===== src/hdl/lkvc_pkg.sv =====
// Shared constants and types for the LRU key/value cache.
`default_nettype none

package lkvc_pkg;

   localparam int ENTRIES = 16;
   localparam int KEY_W   = 32;
   localparam int VALUE_W = 32;
   localparam int CAP_W   = 5;
   localparam int CNT_W   = $clog2(ENTRIES + 1);
   localparam int CMP_W   = (CAP_W > CNT_W) ? CAP_W : CNT_W;

   localparam logic [CAP_W-1:0]   CAP_RESET  = CAP_W'(16);
   localparam logic [VALUE_W-1:0] MISS_VALUE = '1;

   localparam logic MODE_GET = 1'b0;
   localparam logic MODE_PUT = 1'b1;

   typedef enum logic [1:0] {
      CELL_HOLD,
      CELL_SHIFT,
      CELL_DROP
   } cell_cmd_type;

   typedef struct packed {
      logic               valid;
      logic [KEY_W-1:0]   key;
      logic [VALUE_W-1:0] value;
   } entry_type;

endpackage

`default_nettype wire


===== src/hdl/lkvc_cell.sv =====
// One recency slot of the cache: holds an entry, matches its key, and moves data down the row.
`default_nettype none

module lkvc_cell (
   input  wire logic                      clock,
   input  wire logic                      reset,
   input  wire lkvc_pkg::cell_cmd_type    cmd,
   input  wire lkvc_pkg::entry_type       prev_entry,
   input  wire logic [lkvc_pkg::KEY_W-1:0] probe_key,
   output lkvc_pkg::entry_type            entry,
   output logic                           match
);
   import lkvc_pkg::*;

   logic               valid_ff, valid_in;
   logic [KEY_W-1:0]   key_ff, key_in;
   logic [VALUE_W-1:0] value_ff, value_in;

   always_comb begin
      valid_in = valid_ff;
      key_in   = key_ff;
      value_in = value_ff;
      case (cmd)
         CELL_SHIFT: begin
            valid_in = prev_entry.valid;
            key_in   = prev_entry.key;
            value_in = prev_entry.value;
         end
         CELL_DROP: begin
            valid_in = 1'b0;
         end
         default: begin
         end
      endcase
   end

   always_ff @(posedge clock) begin
      if (reset) begin
         valid_ff <= 1'b0;
      end else begin
         valid_ff <= valid_in;
      end
      key_ff   <= key_in;
      value_ff <= value_in;
   end

   assign match = valid_ff && (key_ff == probe_key);

   always_comb begin
      entry.valid = valid_ff;
      entry.key   = key_ff;
      entry.value = value_ff;
   end

endmodule

`default_nettype wire


===== src/hdl/lru_key_value_cache.sv =====
// Top level of the fully associative LRU key/value cache built as a row of recency cells.
`default_nettype none

// The cache takes one item per clock: busy is high during reset and only in the first
// cycle after it, and a get returns its result on rsp_valid in the cycle right after the
// transfer, so results follow items back to back. The receiver cannot stall; every
// strobed result must be taken in its one cycle. Entries sit in a row of cells ordered
// by recency, most recent at the head, and all keys are compared at once; a hit moves
// its entry to the head, and a new key enters at the head while the entries at and
// beyond the capacity fall off the tail. Lowering the capacity takes effect at the
// next insertion of a new key.
module lru_key_value_cache (
   input  wire logic                          clock,
   input  wire logic                          reset,
   input  wire logic                          start,
   output logic                               busy,
   input  wire logic                          req_mode,
   input  wire logic signed [lkvc_pkg::KEY_W-1:0]   req_lookup_key,
   input  wire logic signed [lkvc_pkg::VALUE_W-1:0] req_write_value,
   output logic                               rsp_valid,
   output logic                               rsp_found,
   output logic signed [lkvc_pkg::VALUE_W-1:0] rsp_read_value,
   input  wire logic                          csr_write_enable,
   input  wire logic [lkvc_pkg::CAP_W-1:0]    csr_write_data
);
   import lkvc_pkg::*;

   logic                 busy_ff;
   logic [CAP_W-1:0]     cap_ff, cap_in;
   logic                 rsp_valid_ff, rsp_valid_in;
   logic                 rsp_found_ff, rsp_found_in;
   logic [VALUE_W-1:0]   rsp_value_ff, rsp_value_in;

   logic                 accept;
   logic [CMP_W-1:0]     cap_eff;
   logic [ENTRIES-1:0]   match;
   logic [ENTRIES-1:0]   hit_from;
   logic                 hit_any;
   logic [VALUE_W-1:0]   hit_value;
   entry_type            head;
   entry_type            cells [ENTRIES];
   cell_cmd_type         cmds [ENTRIES];

   assign accept  = start && !busy_ff;
   assign hit_any = |match;

   // Clamp the capacity register to between one and the storage that exists.
   always_comb begin
      cap_eff = CMP_W'(cap_ff);
      if (cap_eff == '0) begin
         cap_eff = CMP_W'(1);
      end else if (cap_eff > CMP_W'(ENTRIES)) begin
         cap_eff = CMP_W'(ENTRIES);
      end
   end

   always_comb begin
      hit_value = '0;
      for (int k = 0; k < ENTRIES; k++) begin
         hit_value = hit_value | (match[k] ? cells[k].value : '0);
      end
   end

   always_comb begin
      head.valid = 1'b1;
      head.key   = req_lookup_key;
      head.value = (req_mode == MODE_PUT) ? req_write_value : hit_value;
   end

   genvar i;
   generate
      for (i = 0; i < ENTRIES; i++) begin : g_cell
         entry_type prev;

         // A hit at this slot or further down the row pulls this slot one step down.
         assign hit_from[i] = |match[ENTRIES-1:i];

         always_comb begin
            cmds[i] = CELL_HOLD;
            if (accept) begin
               if (hit_any) begin
                  cmds[i] = hit_from[i] ? CELL_SHIFT : CELL_HOLD;
               end else if (req_mode == MODE_PUT) begin
                  cmds[i] = (CMP_W'(i) < cap_eff) ? CELL_SHIFT : CELL_DROP;
               end
            end
         end

         if (i == 0) begin : g_head
            assign prev = head;
         end else begin : g_body
            assign prev = cells[i-1];
         end

         lkvc_cell u_cell (
            .clock      (clock),
            .reset      (reset),
            .cmd        (cmds[i]),
            .prev_entry (prev),
            .probe_key  (req_lookup_key),
            .entry      (cells[i]),
            .match      (match[i])
         );
      end
   endgenerate

   always_comb begin
      cap_in       = csr_write_enable ? csr_write_data : cap_ff;
      rsp_valid_in = accept && (req_mode == MODE_GET);
      rsp_found_in = hit_any;
      rsp_value_in = hit_any ? hit_value : MISS_VALUE;
   end

   always_ff @(posedge clock) begin
      if (reset) begin
         busy_ff      <= 1'b1;
         cap_ff       <= CAP_RESET;
         rsp_valid_ff <= 1'b0;
      end else begin
         busy_ff      <= 1'b0;
         cap_ff       <= cap_in;
         rsp_valid_ff <= rsp_valid_in;
      end
      rsp_found_ff <= rsp_found_in;
      rsp_value_ff <= rsp_value_in;
   end

   assign busy           = busy_ff;
   assign rsp_valid      = rsp_valid_ff;
   assign rsp_found      = rsp_found_ff;
   assign rsp_read_value = rsp_value_ff;

endmodule

`default_nettype wire


===== config.mk =====
export PLATFORM = sky130hd
export DESIGN_NAME = lru_key_value_cache
export DESIGN_NICKNAME = d
export VERILOG_FILES = /design/src/hdl/lkvc_pkg.sv /design/src/hdl/lkvc_cell.sv /design/src/hdl/lru_key_value_cache.sv
export SDC_FILE = /design/constraint.sdc
export NUM_CORES = 2
export LEC_CHECK = 0
export ABC_AREA = 1
export BUFFER_PORTS_ARGS = -buffer_cell sky130_fd_sc_hd__buf_4
export CORE_UTILIZATION = 50
export CTS_CLUSTER_SIZE = 16
export DETAILED_ROUTE_END_ITERATION = 10
export GPL_TIMING_DRIVEN = 1
export PLACE_DENSITY = 0.66
export SLEW_MARGIN = 20
export SYNTH_ARGS = -nofsm -noshare
export SYNTH_HDL_FRONTEND = slang
export SYNTH_SLANG_ARGS = --single-unit

===== constraint.sdc =====
create_clock -name clock -period 6.8 [get_ports clock]
set_clock_uncertainty 0.05 [all_clocks]
set_input_delay 1.36 -clock clock [delete_from_list [all_inputs] [get_ports clock]]
set_output_delay 1.36 -clock clock [all_outputs]
set_load 0.02 [all_outputs]

==> parameters.txt <==
Parameter                              Value

Logic synthesis
  Largest cells by area after synthesis    sky130_fd_sc_hd__edfxtp_1 (67%), sky130_fd_sc_hd__nand2_1 (7.5%), sky130_fd_sc_hd__inv_1 (3.7%), sky130_fd_sc_hd__nor2_1 (3.7%), sky130_fd_sc_hd__dfxtp_1 (2.5%)
  Distinct cell type count after synthesis    46
  Sequential-to-total area share from yosys stat    69.9%
  Number of synthesized register bits    1080
  Share of the synthesized area in the top cell type    67.4%
  Post-Syn Area per Cell    11.5 sq um
  Post-synthesis cell type with the largest combined area    sky130_fd_sc_hd__edfxtp_1
  Net Count, Synth    4081
  Cells after Synth    3975
  Number of warnings reported in the yosys synthesis log    0
  Post-synthesis instance area    45600 sq um

Power
  Internal power component    11.1 mW
  Static leakage power    19.5 nW
  Sw frac    22.1%
  Proportion of power drawn by flip-flops and latches    53.0%
  Power per unit of standard cell area    277 nW/um^2
  Total power    14.2 mW
  Share of power burned in the clock network    42.2%
  Combinational share of power    4.8%
  Max rail drop VDD    0.000219 V
  Net Switching    3.15 mW

Layout
  Number of nets in the finished design    4200
  Post-layout instance count excluding filler cells    5359
  Most common library cell in the layout ignoring fill and taps    sky130_fd_sc_hd__edfxtp_1
  Layout overhead on the synthesized area    12.6%
  Fraction of final layout cells sized beyond drive strength 1    9.97%
  Antenna diodes    0
  Most frequent cells in the layout    sky130_fd_sc_hd__edfxtp_1 (1024), sky130_fd_sc_hd__nand2_1 (915), sky130_fd_sc_hd__inv_1 (452)
  Post-route core utilization    57.0%

Clocking
  Post-CTS Hold Fix Bufs    0
  CTS Buffer Depth    3
  Total of cells resized after clock tree synthesis    0
  Clock-pin slew of the registers on the worst-case setup and hold paths    0.06 ns
  Clock buffers created by TritonCTS    108
  CTS HTree Levels    3
  CTS tree    built
  Clock root buffer    sky130_fd_sc_hd__clkbuf_16
  Count of clock tree sinks    1080
  Clk Latency, worst-skew pair    0.69 ns
  Post CTS Setup Buffer Count    0

Floorplan
  Count of standard-cell rows    110
  Core ar.    90100 sq um
  Num ports    109
  Die Span X    304 microns
  Die height    304 microns
  Die Area    92500 sq um
  Initial Util    50.6%

Setup path
  Worst-path fanout max    33
  Arrival time worst endpoint    5.42 ns
  Crit path kind    in -> reg
  Worst EP required    7.09 ns
  Startpoint type of the worst setup path    primary input
  Critical Path End Type    register

Timing
  Portion of the clock cycle consumed by the worst path in the final layout    75.4%
  Finish-stage setup viols    0
  RSZ-0062 raised after global routing    false
  Peak clock frequency supported by timing    195 MHz
  Max Slew Vio Count    0
  Worst Tran Pin Value    1.12 ns
  Final count of hold timing violations    0
  Remaining max-slew budget at the tightest pin    25.3%
  Time the worst path needs with I/O delays and setup    5.13 ns
  Total Negative Setup Slacks    0 ns

Routing
  Vias/cell    5.57
  Length of the first detailed-routing pass in iterations    6
  1st-iter DRT viols    3352
  Wirelength, routed    129 mm
  Post-route ant nets    0
  Via count    29900
  Residual DRC    0
  Wire length per cell after detailed routing    24.0 microns

GRT
  Total global-route track usage    27.9%
  Wire length of the first global-routing pass    189 mm
  Number of global-route vias before repair    29500
  Gr ovfl total    0
  Number of antenna violations at the first check in global routing    0
  Maximum number of pins on one net before global-route repair    65

Placed design
  Half-perimeter wire length after detailed placement    85.4 mm
  Global placement routability congestion    1.01
  Count of buffers from port buffering    108
  Placed instance count    5160

Outcome
  Result of the run    finished clean

Hold path
  Type of the tightest min-delay check    reg -> reg

Job
  Max-cap viol count    0
layer usage:
layer	wire length, microns	track usage [%]	part of all wire, %
met1	52700	38.7	41
met3	11700	4.19	9.1
met4	5160	11.6	4.0
met2	59200	44.1	46
met5	0	0	0
sequential cells by signal (all words and copies together), names as in the netlist:
name                    count
cap_ff                      5
g_cell.u_cell.key_ff      512
rsp_read_value             32
busy                        1
g_cell.u_cell.valid_ff     16
rsp_found                   1
rsp_valid                   1
g_cell.u_cell.value_ff    512
cell usage after synthesis, drive strengths merged:
library cell,n
a211oi,16
a21oi,52
a22o,78
a22oi,1
a31oi,3
buf,103
clkbuf,33
clkinv,1
conb,2
dfxtp,56
edfxtp,1024
ha,32
inv,504
nand2,918
nand3,68
nand3b,2
nand4,39
nor2,468
nor3,38
nor3b,1
nor4,2
o211ai,12
o21a,1
o21ai,243
o21bai,2
o221ai,1
o22ai,86
o2bb2ai,1
or2,25
xnor2,102
xor2,61
cells by family (layout without fill, tap and decap cells):
group | Yosys count | count (layout) | synth area share (%)
AOI/OAI and AO/OA | 496 | 496 | 6.56
xor gates and xnor gates | 163 | 163 | 3.13
adders and majority gates | 32 | 32 | 0.878
buffers and inverters | 641 | 849 | 5.78
DFF | 1080 | 1080 | 69.9
other | 2 | 2 | 0.0165
and+or+nand+nor | 1561 | 1561 | 13.8
power by group through the flow:
stage,Clock (mW),Sequential [mW],Combinational (mW)
finish,5.99,7.53,0.687
global route,6.27,7.55,0.738
CTS,6.02,7.53,0.680
detailed placement,0,7.67,0.675
global placement,0,7.67,0.672
floorplan,0,7.64,0.403
path summary, 6_finish.rpt:
path,startpoint,to,slack (ns),depth (start not counted)
max,req_lookup_key[27],g_cell[3].u_cell.value_ff[20]$_DFFE_PN_,1.67,16
min,g_cell[11].u_cell.value_ff[5]$_DFFE_PN_,g_cell[12].u_cell.value_ff[5]$_DFFE_PN_,0.38,0
max reg2reg,g_cell[12].u_cell.key_ff[19]$_DFFE_PN_,g_cell[1].u_cell.value_ff[4]$_DFFE_PN_,2.55,16
min reg2reg,g_cell[11].u_cell.value_ff[5]$_DFFE_PN_,g_cell[12].u_cell.value_ff[5]$_DFFE_PN_,0.38,0
layout make-up:
type,count,area [sq um]
clock buffers,124,2760
clock inverters,75,753
fillers,7304,38800
inverters,505,1900
multi-input cells,2254,11400
flip-flops and latches,1080,31900
well taps,1176,1470
repair buffers,145,1260
stage by stage:
step / hold WS [ns] / worst slack, ns / cell area (sq um)
final: 0.382 / 1.67 / 51400
after floorplan: 0.376 / 1.69 / 45600
after global routing: 0.383 / 1.45 / 51400
after detailed placement: 0.382 / 1.10 / 47900
after global placement: 0.377 / 1.17 / 47900
after CTS: 0.374 / 1.80 / 51400
worst max-delay path, stage by stage:
cell and delay [ns]:
sky130_fd_sc_hd__buf_4 0.19, sky130_fd_sc_hd__inv_1 0.59, sky130_fd_sc_hd__o22ai_1 0.19, sky130_fd_sc_hd__nor3_1 0.20, sky130_fd_sc_hd__nand2_1 0.07, sky130_fd_sc_hd__nor2_1 0.19, sky130_fd_sc_hd__nand3_2 0.33, sky130_fd_sc_hd__nand2_1 0.28
sky130_fd_sc_hd__nor2_2 0.08, sky130_fd_sc_hd__nand3_4 0.31, sky130_fd_sc_hd__nand2_4 0.19, sky130_fd_sc_hd__nand2_4 0.18, sky130_fd_sc_hd__nand2_1 0.09, sky130_fd_sc_hd__a31oi_1 0.27, sky130_fd_sc_hd__ha_4 0.50, sky130_fd_sc_hd__buf_12 0.33
Power figures use the tool's default switching activity.
